[config.mk]
export PLATFORM = sky130hd
export DESIGN_NAME = pwm_capture_freq_duty_meter_unit_flat
export DESIGN_NICKNAME = d
export VERILOG_FILES = /design/src/hdl/pcfdm_pkg.sv /design/src/hdl/pcfdm_if.sv /design/src/hdl/pcfdm_div.sv /design/src/hdl/pcfdm_seq.sv /design/src/hdl/pwm_capture_freq_duty_meter_unit.sv /design/src/flat_wrapper.sv
export SDC_FILE = /design/constraint.sdc
export NUM_CORES = 1
export LEC_CHECK = 0
export BUFFER_PORTS_ARGS = -buffer_cell sky130_fd_sc_hd__buf_2
export CAP_MARGIN = 20
export CORE_ASPECT_RATIO = 0.9
export CORE_MARGIN = 10
export CORE_UTILIZATION = 50
export DETAILED_ROUTE_END_ITERATION = 8
export PLACE_DENSITY = 0.67
export SLEW_MARGIN = 20
export SYNTH_ARGS = -nofsm -noshare
export SYNTH_HDL_FRONTEND = slang
export SYNTH_HIERARCHICAL = 1
export SYNTH_SLANG_ARGS = --single-unit
[constraint.sdc]
create_clock -name clk -period 8.76 [get_ports clk]
set_input_delay 1.752 -clock clk [delete_from_list [all_inputs] [get_ports clk]]
set_output_delay 1.752 -clock clk [all_outputs]
set_load 0.03 [all_outputs]
[src/hdl/pcfdm_pkg.sv]
package pcfdm_pkg;

	// Timer and field widths
	localparam int TimerW = 16;
	localparam int OutW = 16;
	localparam int CfgW = 16;
	// Dividend holds ref_clock_hz or 100 * high time
	localparam int DivW = TimerW + 8;
	localparam int DivCntW = $clog2(DivW + 1);
	localparam int DutyScale = 100;
	localparam logic [CfgW-1:0] RefClkReset = CfgW'(32768);

	// Microprogram addressing
	localparam int PcW = 4;

	typedef enum logic [2:0] {
		OP_NOP,
		OP_WAIT_IN,
		OP_PREP,
		OP_LOAD_F,
		OP_DIV,
		OP_LOAD_D,
		OP_EMIT,
		OP_STORE
	} op_t;

	typedef enum logic [2:0] {
		COND_NEXT,
		COND_ALWAYS,
		COND_NO_BEAT,
		COND_FILL_LT3,
		COND_PERIOD_ZERO,
		COND_DIV_MORE,
		COND_OUT_FULL
	} cond_t;

	typedef struct packed {
		op_t op;
		cond_t cond;
		logic [PcW-1:0] target;
	} uword_t;

	typedef struct packed {
		logic in_valid;
		logic fill_lt3;
		logic period_zero;
		logic div_more;
		logic out_full;
	} stat_t;

	// Program addresses
	localparam logic [PcW-1:0] PcWait = PcW'(0);
	localparam logic [PcW-1:0] PcDivF = PcW'(3);
	localparam logic [PcW-1:0] PcDivD = PcW'(5);
	localparam logic [PcW-1:0] PcEmit = PcW'(6);
	localparam logic [PcW-1:0] PcStore = PcW'(8);

	// Microprogram: one control word per step
	function automatic uword_t rom_word(input logic [PcW-1:0] addr);
		uword_t w;
		unique case (addr)
			PcW'(0): w = '{op: OP_WAIT_IN, cond: COND_NO_BEAT, target: PcWait};
			PcW'(1): w = '{op: OP_PREP, cond: COND_FILL_LT3, target: PcStore};
			PcW'(2): w = '{op: OP_LOAD_F, cond: COND_PERIOD_ZERO, target: PcEmit};
			PcW'(3): w = '{op: OP_DIV, cond: COND_DIV_MORE, target: PcDivF};
			PcW'(4): w = '{op: OP_LOAD_D, cond: COND_NEXT, target: PcWait};
			PcW'(5): w = '{op: OP_DIV, cond: COND_DIV_MORE, target: PcDivD};
			PcW'(6): w = '{op: OP_EMIT, cond: COND_OUT_FULL, target: PcEmit};
			PcW'(7): w = '{op: OP_NOP, cond: COND_ALWAYS, target: PcWait};
			PcW'(8): w = '{op: OP_STORE, cond: COND_ALWAYS, target: PcWait};
			default: w = '{op: OP_NOP, cond: COND_ALWAYS, target: PcWait};
		endcase
		return w;
	endfunction

	// Clamp a quotient to the output width
	function automatic logic [OutW-1:0] sat_out(input logic [DivW-1:0] v);
		logic [OutW-1:0] r;
		if (v[DivW-1:OutW] != '0) begin
			r = '1;
		end else begin
			r = v[OutW-1:0];
		end
		return r;
	endfunction

endpackage

[src/hdl/pcfdm_if.sv]
interface pcfdm_cap_if;
	logic valid;
	logic ready;
	logic [pcfdm_pkg::TimerW-1:0] capture_time;

	modport source (output valid, output capture_time, input ready);
	modport sink (input valid, input capture_time, output ready);
endinterface

interface pcfdm_res_if;
	logic valid;
	logic ready;
	logic [pcfdm_pkg::OutW-1:0] frequency_hz;
	logic [pcfdm_pkg::OutW-1:0] duty_percent;
	logic period_zero;

	modport source (output valid, output frequency_hz, output duty_percent,
		output period_zero, input ready);
	modport sink (input valid, input frequency_hz, input duty_percent,
		input period_zero, output ready);
endinterface

interface pcfdm_cfg_if;
	logic valid;
	logic ready;
	logic [pcfdm_pkg::CfgW-1:0] ref_clock_hz;

	modport source (output valid, output ref_clock_hz, input ready);
	modport sink (input valid, input ref_clock_hz, output ready);
endinterface

[src/hdl/pcfdm_div.sv]
module pcfdm_div (
	input  logic                          clk,
	input  logic                          arst_n,
	input  logic                          load,
	input  logic                          step,
	input  logic [pcfdm_pkg::DivW-1:0]    dividend,
	input  logic [pcfdm_pkg::TimerW-1:0]  divisor,
	output logic [pcfdm_pkg::DivW-1:0]    quot,
	output logic                          more
);

	logic [pcfdm_pkg::DivCntW-1:0] cnt_q;
	logic [pcfdm_pkg::DivW-1:0]    quot_q;
	logic [pcfdm_pkg::TimerW-1:0]  rem_q;
	logic [pcfdm_pkg::TimerW-1:0]  dsr_q;
	logic [pcfdm_pkg::TimerW:0]    trial;
	logic                          fits;

	// One restoring step: shift in the next dividend bit, try a subtract
	assign trial = {rem_q, quot_q[pcfdm_pkg::DivW-1]};
	assign fits = trial >= {1'b0, dsr_q};

	// Count the remaining steps
	always_ff @(posedge clk or negedge arst_n) begin
		if (!arst_n) begin
			cnt_q <= '0;
		end else if (load) begin
			cnt_q <= pcfdm_pkg::DivCntW'(pcfdm_pkg::DivW);
		end else if (step && cnt_q != '0) begin
			cnt_q <= cnt_q - 1'b1;
		end
	end

	// Advance quotient and remainder one bit per step
	always_ff @(posedge clk) begin
		if (load) begin
			quot_q <= dividend;
			rem_q <= '0;
			dsr_q <= divisor;
		end else if (step && cnt_q != '0) begin
			if (fits) begin
				rem_q <= pcfdm_pkg::TimerW'(trial - {1'b0, dsr_q});
			end else begin
				rem_q <= trial[pcfdm_pkg::TimerW-1:0];
			end
			quot_q <= {quot_q[pcfdm_pkg::DivW-2:0], fits};
		end
	end

	assign quot = quot_q;
	assign more = cnt_q != pcfdm_pkg::DivCntW'(1);

endmodule

[src/hdl/pcfdm_seq.sv]
module pcfdm_seq (
	input  logic               clk,
	input  logic               arst_n,
	input  pcfdm_pkg::stat_t   stat,
	output pcfdm_pkg::op_t     op
);

	logic [pcfdm_pkg::PcW-1:0] pc_q;
	pcfdm_pkg::uword_t         uw;
	logic                      take;

	assign uw = pcfdm_pkg::rom_word(pc_q);
	assign op = uw.op;

	// Evaluate the jump condition of the current step
	always_comb begin
		unique case (uw.cond)
			pcfdm_pkg::COND_NEXT:        take = 1'b0;
			pcfdm_pkg::COND_ALWAYS:      take = 1'b1;
			pcfdm_pkg::COND_NO_BEAT:     take = !stat.in_valid;
			pcfdm_pkg::COND_FILL_LT3:    take = stat.fill_lt3;
			pcfdm_pkg::COND_PERIOD_ZERO: take = stat.period_zero;
			pcfdm_pkg::COND_DIV_MORE:    take = stat.div_more;
			pcfdm_pkg::COND_OUT_FULL:    take = stat.out_full;
			default:                     take = 1'b1;
		endcase
	end

	// Advance the step counter or jump
	always_ff @(posedge clk or negedge arst_n) begin
		if (!arst_n) begin
			pc_q <= pcfdm_pkg::PcWait;
		end else if (take) begin
			pc_q <= uw.target;
		end else begin
			pc_q <= pc_q + 1'b1;
		end
	end

endmodule

[src/hdl/pwm_capture_freq_duty_meter_unit.sv]
// PWM frequency and duty meter. Each capture beat is a timer value latched on
// either edge of the PWM input. The first three captures after reset only fill
// the start, middle and end stamps; the fourth and every second one after it
// yields one result beat: frequency_hz = ref_clock_hz / period, duty_percent =
// floor(100 * high / period) clamped to 65535, period_zero set (and both values
// 0) when the period is zero. Periods and high times are taken modulo 2^16.
// A measuring capture runs two 24-step divisions that share one bit-serial
// restoring divider under a microcoded sequencer; a zero period skips both.
// The next capture is accepted while the result still waits in the output
// register. ref_clock_hz resets to 32768 and is written through the cfg
// channel, which is always ready.
module pwm_capture_freq_duty_meter_unit (
	input  logic          clk,
	input  logic          arst_n,
	pcfdm_cap_if.sink     capture,
	pcfdm_res_if.source   result,
	pcfdm_cfg_if.sink     cfg
);

	pcfdm_pkg::op_t                op;
	pcfdm_pkg::stat_t              stat;

	logic [pcfdm_pkg::CfgW-1:0]    ref_clk_q;
	logic [pcfdm_pkg::TimerW-1:0]  start_q;
	logic [pcfdm_pkg::TimerW-1:0]  mid_q;
	logic [pcfdm_pkg::TimerW-1:0]  end_q;
	logic [1:0]                    fill_q;
	logic [pcfdm_pkg::TimerW-1:0]  cap_q;
	logic [pcfdm_pkg::TimerW-1:0]  period_q;
	logic [pcfdm_pkg::TimerW-1:0]  high_q;
	logic [pcfdm_pkg::DivW-1:0]    high100_q;
	logic [pcfdm_pkg::OutW-1:0]    freq_q;
	logic                          out_valid_q;
	logic [pcfdm_pkg::OutW-1:0]    out_freq_q;
	logic [pcfdm_pkg::OutW-1:0]    out_duty_q;
	logic                          out_pz_q;

	logic                          div_load;
	logic [pcfdm_pkg::DivW-1:0]    div_dividend;
	logic [pcfdm_pkg::DivW-1:0]    div_quot;
	logic                          div_more;
	logic                          cap_beat;
	logic                          emit;
	logic                          pz;

	assign cap_beat = capture.valid && capture.ready;
	assign pz = period_q == '0;
	assign emit = (op == pcfdm_pkg::OP_EMIT) && !stat.out_full;

	assign stat.in_valid = capture.valid;
	assign stat.fill_lt3 = fill_q != 2'd3;
	assign stat.period_zero = pz;
	assign stat.div_more = div_more;
	assign stat.out_full = out_valid_q && !result.ready;

	pcfdm_seq u_seq (
		.clk    (clk),
		.arst_n (arst_n),
		.stat   (stat),
		.op     (op)
	);

	// Pick the dividend for the frequency or the duty division
	assign div_load = (op == pcfdm_pkg::OP_LOAD_F) || (op == pcfdm_pkg::OP_LOAD_D);
	assign div_dividend = (op == pcfdm_pkg::OP_LOAD_F)
		? pcfdm_pkg::DivW'(ref_clk_q) : high100_q;

	pcfdm_div u_div (
		.clk      (clk),
		.arst_n   (arst_n),
		.load     (div_load),
		.step     (op == pcfdm_pkg::OP_DIV),
		.dividend (div_dividend),
		.divisor  (period_q),
		.quot     (div_quot),
		.more     (div_more)
	);

	assign capture.ready = op == pcfdm_pkg::OP_WAIT_IN;
	assign cfg.ready = 1'b1;

	// Hold the reference clock setting
	always_ff @(posedge clk or negedge arst_n) begin
		if (!arst_n) begin
			ref_clk_q <= pcfdm_pkg::RefClkReset;
		end else if (cfg.valid && cfg.ready) begin
			ref_clk_q <= cfg.ref_clock_hz;
		end
	end

	// Stamps and fill count
	always_ff @(posedge clk or negedge arst_n) begin
		if (!arst_n) begin
			start_q <= '0;
			mid_q <= '0;
			end_q <= '0;
			fill_q <= '0;
		end else if (op == pcfdm_pkg::OP_STORE) begin
			case (fill_q)
				2'd0:    start_q <= cap_q;
				2'd1:    mid_q <= cap_q;
				default: end_q <= cap_q;
			endcase
			fill_q <= fill_q + 2'd1;
		end else if (emit) begin
			start_q <= end_q;
			mid_q <= cap_q;
			fill_q <= 2'd2;
		end
	end

	// Datapath working registers
	always_ff @(posedge clk) begin
		if (cap_beat) begin
			cap_q <= capture.capture_time;
		end
		if (op == pcfdm_pkg::OP_PREP) begin
			period_q <= end_q - start_q;
			high_q <= mid_q - start_q;
		end
		if (op == pcfdm_pkg::OP_LOAD_F) begin
			high100_q <= pcfdm_pkg::DivW'(high_q) * pcfdm_pkg::DivW'(pcfdm_pkg::DutyScale);
		end
		if (op == pcfdm_pkg::OP_LOAD_D) begin
			freq_q <= pcfdm_pkg::sat_out(div_quot);
		end
	end

	// Output register: load on emit, drop once taken
	always_ff @(posedge clk or negedge arst_n) begin
		if (!arst_n) begin
			out_valid_q <= 1'b0;
		end else if (emit) begin
			out_valid_q <= 1'b1;
		end else if (result.ready) begin
			out_valid_q <= 1'b0;
		end
	end

	always_ff @(posedge clk) begin
		if (emit) begin
			out_pz_q <= pz;
			out_freq_q <= pz ? '0 : freq_q;
			out_duty_q <= pz ? '0 : pcfdm_pkg::sat_out(div_quot);
		end
	end

	assign result.valid = out_valid_q;
	assign result.frequency_hz = out_freq_q;
	assign result.duty_percent = out_duty_q;
	assign result.period_zero = out_pz_q;

endmodule

[src/flat_wrapper.sv]
// flat-port wrapper written by rule: the top's interface ports become plain ports
module pwm_capture_freq_duty_meter_unit_flat 
  (clk, arst_n, capture_valid, capture_capture_time, capture_ready, result_valid, result_frequency_hz, result_duty_percent, result_period_zero, result_ready, cfg_valid, cfg_ref_clock_hz, cfg_ready);
  pcfdm_cap_if capture_i ();
  pcfdm_res_if result_i ();
  pcfdm_cfg_if cfg_i ();
  input  logic clk;
  input  logic arst_n;
  input wire logic [$bits(capture_i.valid)-1:0] capture_valid;
  input wire logic [$bits(capture_i.capture_time)-1:0] capture_capture_time;
  output wire logic [$bits(capture_i.ready)-1:0] capture_ready;
  output wire logic [$bits(result_i.valid)-1:0] result_valid;
  output wire logic [$bits(result_i.frequency_hz)-1:0] result_frequency_hz;
  output wire logic [$bits(result_i.duty_percent)-1:0] result_duty_percent;
  output wire logic [$bits(result_i.period_zero)-1:0] result_period_zero;
  input wire logic [$bits(result_i.ready)-1:0] result_ready;
  input wire logic [$bits(cfg_i.valid)-1:0] cfg_valid;
  input wire logic [$bits(cfg_i.ref_clock_hz)-1:0] cfg_ref_clock_hz;
  output wire logic [$bits(cfg_i.ready)-1:0] cfg_ready;
  assign capture_i.valid = capture_valid;
  assign capture_i.capture_time = capture_capture_time;
  assign capture_ready = capture_i.ready;
  assign result_valid = result_i.valid;
  assign result_frequency_hz = result_i.frequency_hz;
  assign result_duty_percent = result_i.duty_percent;
  assign result_period_zero = result_i.period_zero;
  assign result_i.ready = result_ready;
  assign cfg_i.valid = cfg_valid;
  assign cfg_i.ref_clock_hz = cfg_ref_clock_hz;
  assign cfg_ready = cfg_i.ready;
  pwm_capture_freq_duty_meter_unit u_core (.clk(clk), .arst_n(arst_n), .capture(capture_i), .result(result_i), .cfg(cfg_i));
endmodule
; ---- After elaboration in Yosys (flattened, before gate mapping)
; Memory sizes are Yosys's and may differ from the RTL's.
; Cells that the tools add are included.
[classes]
n_addsub = 6
n_bitwise = 1
reduce_logical = 20
eq_ne = 17
mul = 1
magnitude_cmp = 1
muxes = 19
[op_table]
columns = cell, n
row1 = $mux W16, 8
row2 = $mux W24, 2
row3 = $sub A16 B16 Y16, 3
row4 = $mux W23, 1
row5 = $eq A3 B3 Y1 const B, 7
row6 = $mul A16 B5 Y21 const B, 1
row7 = $ge A17 B16 Y1, 1
row8 = $logic_not A16 Y1, 1
row9 = $eq A3 B2 Y1 const B, 4
row10 = $mux W5, 2
row11 = $reduce_bool A8 Y1, 1
row12 = $ne A2 B2 Y1 const B, 3
row13 = $pmux W1 S6, 1
row14 = $reduce_and A2 Y1, 3
row15 = $reduce_bool A2 Y1, 3
row16 = $ne A5 B1 Y1 const B, 1
row17 = $reduce_bool A5 Y1, 1
row18 = $sub A5 B1 Y5 const B, 1
row19 = $add A4 B1 Y4 const B, 1
row20 = $logic_and A1 B1 Y1, 4
row21 = $mux W2, 2
row22 = $mux W4, 1
row23 = $eq A3 B1 Y1 const B, 1
row24 = $logic_not A1 Y1, 3
row25 = other kinds (8), 9
[word_totals]
inputBits = 37
rom_bits = 160
regBits = 250
mem_count = 1
output_inout_bits = 36
wordCells = 85
[memory_table]
columns = memory, words, width, read_ports, rd_ports_with_merged_regs, wr, line
row1 = (no name shown), 16, 10, 1, 0, 0, pcfdm_pkg.sv:61  ; unique case (addr)

; ---- Logic depth before layout (Yosys ltp)
[logic_depth]
depth_word = 6
ltp_mapped = 13
ltp_nobuf = 11

; ---- Modules after synthesis
; Netlist, hierarchy kept.
[by_module_without_submodules]
columns = mod, cells_per_inst, area_per_inst_um2, n_inst, seq_area_each_um2
row1 = pwm_capture_freq_duty_meter_unit, 888, 10277.4, 1, 5221.3
row2 = pcfdm_div, 313, 3452.1, 1, 1646.6
row3 = pcfdm_seq, 67, 588.1, 1, 100.1

; ---- Worst setup path before layout
; No wires, ideal clock.
[synth_timing]
path_type = flip-flop to flip-flop
start = register u_core/u_seq/pc_q[0] (netlist bit)
end = register u_core/high_q[0] (netlist bit) (enable)
arrival_time_ns = 4.020
setup_ns = 0.469
stages_incl_launch_ff = 7
t_required_ns = 8.291
path_slack_ns = 4.271
path_buffers = 1
path_cell_list = dfrtp_1 buf_4 inv_1 ha_1 mux2i_1 o21ai_0 nor3b_1
[synth_between]
elab_chain_len = 2
[synth_lines]
columns = item, line
row1 = "start, declared", pcfdm_seq.sv:8  ; logic [pcfdm_pkg::PcW-1:0] pc_q;
row2 = "start signal, assigned", pcfdm_seq.sv:32  ; pc_q <= pcfdm_pkg::PcWait;
row3 = "start signal, assigned", pcfdm_seq.sv:34  ; pc_q <= uw.target;
row4 = "start signal, assigned", pcfdm_seq.sv:36  ; pc_q <= pc_q + 1'b1;
row5 = $mem_v2 Z16 W10, -
row6 = via u_core.op[1], pwm_capture_freq_duty_meter_unit.sv:20  ; pcfdm_pkg::op_t op;
row7 = $eq A3 B2 Y1, pwm_capture_freq_duty_meter_unit.sv:117  ; if (op == pcfdm_pkg::OP_PREP) begin
row8 = "end signal, assigned", pwm_capture_freq_duty_meter_unit.sv:119  ; high_q <= mid_q - start_q;
row9 = "end, declared", pwm_capture_freq_duty_meter_unit.sv:30  ; logic [pcfdm_pkg::TimerW-1:0] high_q;
; The timed path passes the listed nets, and every way through them passes these cells.
; A chain may end at the register's enable or synchronous reset.

; ---- Worst setup path after layout
[layout_timing]
start = register u_core/u_seq/pc_q[0] (netlist bit)
end = output port capture_ready
[layout_between]
elab_chain_len = 2
[layout_lines]
columns = item, line
row1 = $mem_v2 Z16 W10, -
row2 = via u_core.op[1], pwm_capture_freq_duty_meter_unit.sv:20
row3 = $eq A3 B1 Y1, pwm_capture_freq_duty_meter_unit.sv:79  ; assign capture.ready = op == pcfdm_pkg::OP_WAIT_IN;
row4 = "end, declared", flat_wrapper.sv:11  ; output wire logic [$bits(capture_i.ready)-1:0] capture_ready;
; The timed path passes the listed nets, and every way through them passes these cells.

==> flow_summary_export.csv <==
group,metric,value,unit
status,outcome,"complete, no violations",
layout,final_common_cell,"edfxtp_1",
clock_tree,cts_buffers,27,
global_routing,grt_pass1_wl,46.7,mm
clock_tree,clock-sinks,250,
clock_tree,cts-htree-levels,1,
floorplan,die_y,181,um
layout,final_util,56.2,%
global_routing,overflow,0,
power_and_ir_drop,p_sw,501,uW
timing,setup_viol,0,
floorplan,die_w,198,um
yosys,ys_types,97,
global_routing,grt_pass1_vias,9107,
detailed_routing,num_vias,9317,
layout,diodes,0,
power_and_ir_drop,clkPwrFrac,45.0,%
yosys,yosysSeqAreaShare,48.7,%
setup_path,path_cells,"inv_1 > ha_1 > mux2i_1 > o21ai_0 > nor3b_1 > buf_2",
setup_path,crit_type,"reg -> out",
setup_path,r2r-end,"u_core/u_div/quot[20]",
power_and_ir_drop,p_comb_share,3.0,%
timing,min_period,4.69,ns
floorplan,core-area,0.0281,mm2
setup_path,crit_required,7.01,ns
floorplan,io_pins,73,
layout,most-common-layout-cells,"158 x edfxtp_1, 109 x ha_1, 105 x inv_1",
timing,relSlewSlack,37.1,%
timing,finalCritPeriodShare,53.5,%
placed_design,gp_congestion,0.896,
clock_tree,cts_resized,0,
yosys,synthArstFlopShare,30.4,%
timing,tightestPinTransition,0.943,ns
layout,layout.nets,1491,
detailed_routing,wl_per_cell,16.4,um
timing,hold_viol,0,
power_and_ir_drop,seqPwrFrac,52.1,%
timing,fin_skew,0.00837,ns
power_and_ir_drop,p_per_area,155,mW/mm2
clock_tree,clk_latency,0.53,ns
floorplan,rows,58,
setup_path,critical_path_buf_inv_count,2,
timing,rsz0062_at_grt,"no",
clock_tree,root_buffer,"clkbuf_16",
yosys,syn_nets,1428,
yosys,ys_warn_count,6,
clock_tree,cts_hold_buf,0,
timing,setup_tns,0,ns
power_and_ir_drop,p_sw_share,20.4,%
placed_design,port_buffers,71,
yosys,synth_cells,1268,
min_path,min_path_cells,0,
min_path,hp-class,"reg -> reg",
min_path,hold_end,"u_core/u_div/dsr_q[9]",
setup_path,cp_slowest_cell,"dfrtp_1",
setup_path,start_kind,"register",
timing,fmax,213,MHz
clock_tree,clkSlewWorstSetupHoldPaths,0.06,ns
power_and_ir_drop,ir_drop,0.142,mV
floorplan,initial_utilization,51.0,%
layout,syn_to_final_growth,10.3,%
global_routing,gr-usage-all-layers,15.6,%
setup_path,r2r_start,"u_core/u_seq/pc_q[0]",
min_path,min_from,"u_core/period_q[9]",
power_and_ir_drop,p_int,1950,uW
timing,hold_ws,0.444,ns
setup_path,cp-end-kind,"output port",
clock_tree,clockBufferDepth,3,
setup_path,reg2reg_slack,4.38,ns
clock_tree,cts_setup_buffers,0,
global_routing,grt_max_degree,67,
yosys,synth_edf_count,158,
setup_path,critical_path.top_delay_family,"flip-flops",
setup_path,slowest_delay,0.60,ns
yosys,synth_ff_type,"edfxtp_1",
clock_tree,tritoncts,"built",
job,cap_violations,0,
setup_path,reg2regPathDepth,9,
placed_design,dp_hpwl,20.9,mm
yosys,synth.avg_cell_area,11.3,um2
layout,drive_gt1_share,18.0,%
detailed_routing,viasPerCell,5.44,
detailed_routing,ant_nets,0,
detailed_routing,routed_wl,28.0,mm
power_and_ir_drop,p_leak,0.00717,uW
detailed_routing,drtIter0Drc,657,
yosys,synth_area,0.0143,mm2
setup_path,critPathArrivalTime,2.93,ns
global_routing,antenna_found_initial,0,
floorplan,die_area,0.0358,mm2
detailed_routing,drc,0,
yosys,ys_ff_latch,250,
timing,maxSlewViolCount,0,
detailed_routing,firstDrtPassIters,5,
setup_path,crit_fanout,13,
logic make-up (layout without fill, tap and decap cells):
logic type / count (synthesis) / count (layout) / synth area share (%)
and+or+nand+nor: 365 / 365 / 13.2
DFF: 250 / 250 / 48.7
AOI/OAI and AO/OA: 233 / 233 / 11.2
buffers and inverters: 150 / 234 / 4.79
adders and majority gates: 123 / 123 / 11.5
muxes: 96 / 96 / 7.61
xor gates and xnor gates: 49 / 49 / 3.00
other: 2 / 2 / 0.0525
through the flow:
| step | instances | setup slack [ns] | instance area (um2) | power (uW) |
|---|---|---|---|---|
| final | 1712 | 4.07 | 15800 | 2450 |
| after global routing | 1712 | 3.83 | 15800 | 2540 |
| after CTS | 1711 | 3.83 | 15800 | 2480 |
| after detailed placement | 1661 | 4.24 | 14900 | 1370 |
| after global placement | 1660 | 4.41 | 14900 | 1370 |
| after floorplan | 1268 | 4.27 | 14300 | 1350 |
flip-flops by register name, summed over array words and instances (netlist names), 5 cells and up:
| name | flops |
|---|---|
| u_core/start_q | 16 |
| u_core/high100_q | 21 |
| u_core/result.duty_percent | 16 |
| u_core/end_q | 16 |
| u_core/u_div/rem_q | 16 |
| u_core/u_div/quot | 24 |
| u_core/period_q | 16 |
| u_core/result.frequency_hz | 16 |
| u_core/high_q | 16 |
| u_core/u_div/cnt_q | 5 |
| u_core/u_div/dsr_q | 16 |
| u_core/ref_clk_q | 16 |
| u_core/freq_q | 16 |
| u_core/mid_q | 16 |
| u_core/cap_q | 16 |
final cells by class:
cell class                      instances  area (um2)
Clock buffer                           42         793
Clock inverter                          8        80.1
Fill cell                            2356       12300
Inverter                              105         394
Multi-Input combinational cell        868        6680
Sequential cell                       250        6970
Tap cell                              360         450
Timing Repair Buffer                   79         429
power by group through the flow:
stage | sequential (uW) | clock [uW] | combinational (uW)
2_1_floorplan | 1300 | 0 | 49.2
3_3_place_gp | 1300 | 0 | 71.1
3_5_place_dp | 1300 | 0 | 73.1
4_1_cts | 1280 | 1130 | 73.2
5_1_grt | 1280 | 1180 | 81.9
6_report | 1280 | 1100 | 72.4
routing by layer:
metal	vias up	track usage (%)	routed length [um]
met5	-	0	0
met4	0	3.20	487
met3	37	2.35	1040
met2	163	24.3	12700
met1	4435	22.4	13800
li1	4682	-	-
Yosys cell counts (5+ instances only):
| master | instances | area [um2] |
|---|---|---|
| o21bai_1 | 6 | 45.0 |
| a221oi_1 | 5 | 43.8 |
| edfxtp_1 | 158 | 4740 |
| nor3_1 | 11 | 55.1 |
| a21o_1 | 10 | 75.1 |
| buf_2 | 9 | 45.0 |
| xor2_1 | 18 | 158 |
| a31oi_1 | 10 | 62.6 |
| nand2_1 | 103 | 387 |
| o21a_1 | 7 | 52.6 |
| mux2_4 | 11 | 165 |
| dfrtp_1 | 75 | 1880 |
| nand4_1 | 9 | 56.3 |
| a311oi_1 | 5 | 43.8 |
| nor3b_1 | 10 | 75.1 |
| mux2i_1 | 26 | 260 |
| a211oi_1 | 13 | 97.6 |
| and2_1 | 43 | 269 |
| nand3_1 | 21 | 105 |
| a21oi_1 | 61 | 305 |
| or2_2 | 19 | 119 |
| fa_1 | 14 | 280 |
| nand2b_1 | 11 | 68.8 |
| xnor2_1 | 31 | 272 |
| nor2b_1 | 13 | 81.3 |
| o21ai_0 | 54 | 270 |
| clkbuf_1 | 14 | 52.6 |
| nor2_1 | 74 | 278 |
| and3_1 | 6 | 37.5 |
| inv_1 | 105 | 394 |
| buf_6 | 10 | 113 |
| or3_1 | 6 | 37.5 |
| nor4_1 | 11 | 68.8 |
| ha_1 | 109 | 1360 |
| o211ai_1 | 9 | 67.6 |
| dfxtp_1 | 16 | 320 |
| nand3b_1 | 5 | 37.5 |
| mux2_2 | 59 | 664 |
worst max path at each step:
stage | startpoint | end | slack, ns | cells after the start
after CTS | u_core/u_seq/pc_q[0] | capture_ready | 3.83 | 6
after global placement | u_core/u_seq/pc_q[0] | u_core/u_div/quot[7] | 4.41 | 8
after floorplan | u_core/u_seq/pc_q[0] | u_core/high_q[0] | 4.27 | 6
final | u_core/u_seq/pc_q[0] | capture_ready | 4.07 | 6
after detailed placement | u_core/u_seq/pc_q[0] | u_core/u_div/quot[7] | 4.24 | 8
after global routing | u_core/u_seq/pc_q[0] | capture_ready | 3.83 | 6
worst register-to-register path, cell delays in order, from the launching register on:
cell      delay (ns)
dfrtp_1         0.60
inv_1           0.21
ha_1            0.42
mux2i_1         0.10
o21ai_0         0.62
nand3b_1        0.75
inv_1           0.24
or2_2           0.15
buf_4           0.62
mux2_2          0.43
Note: power is estimated with default switching activity, not from simulation.
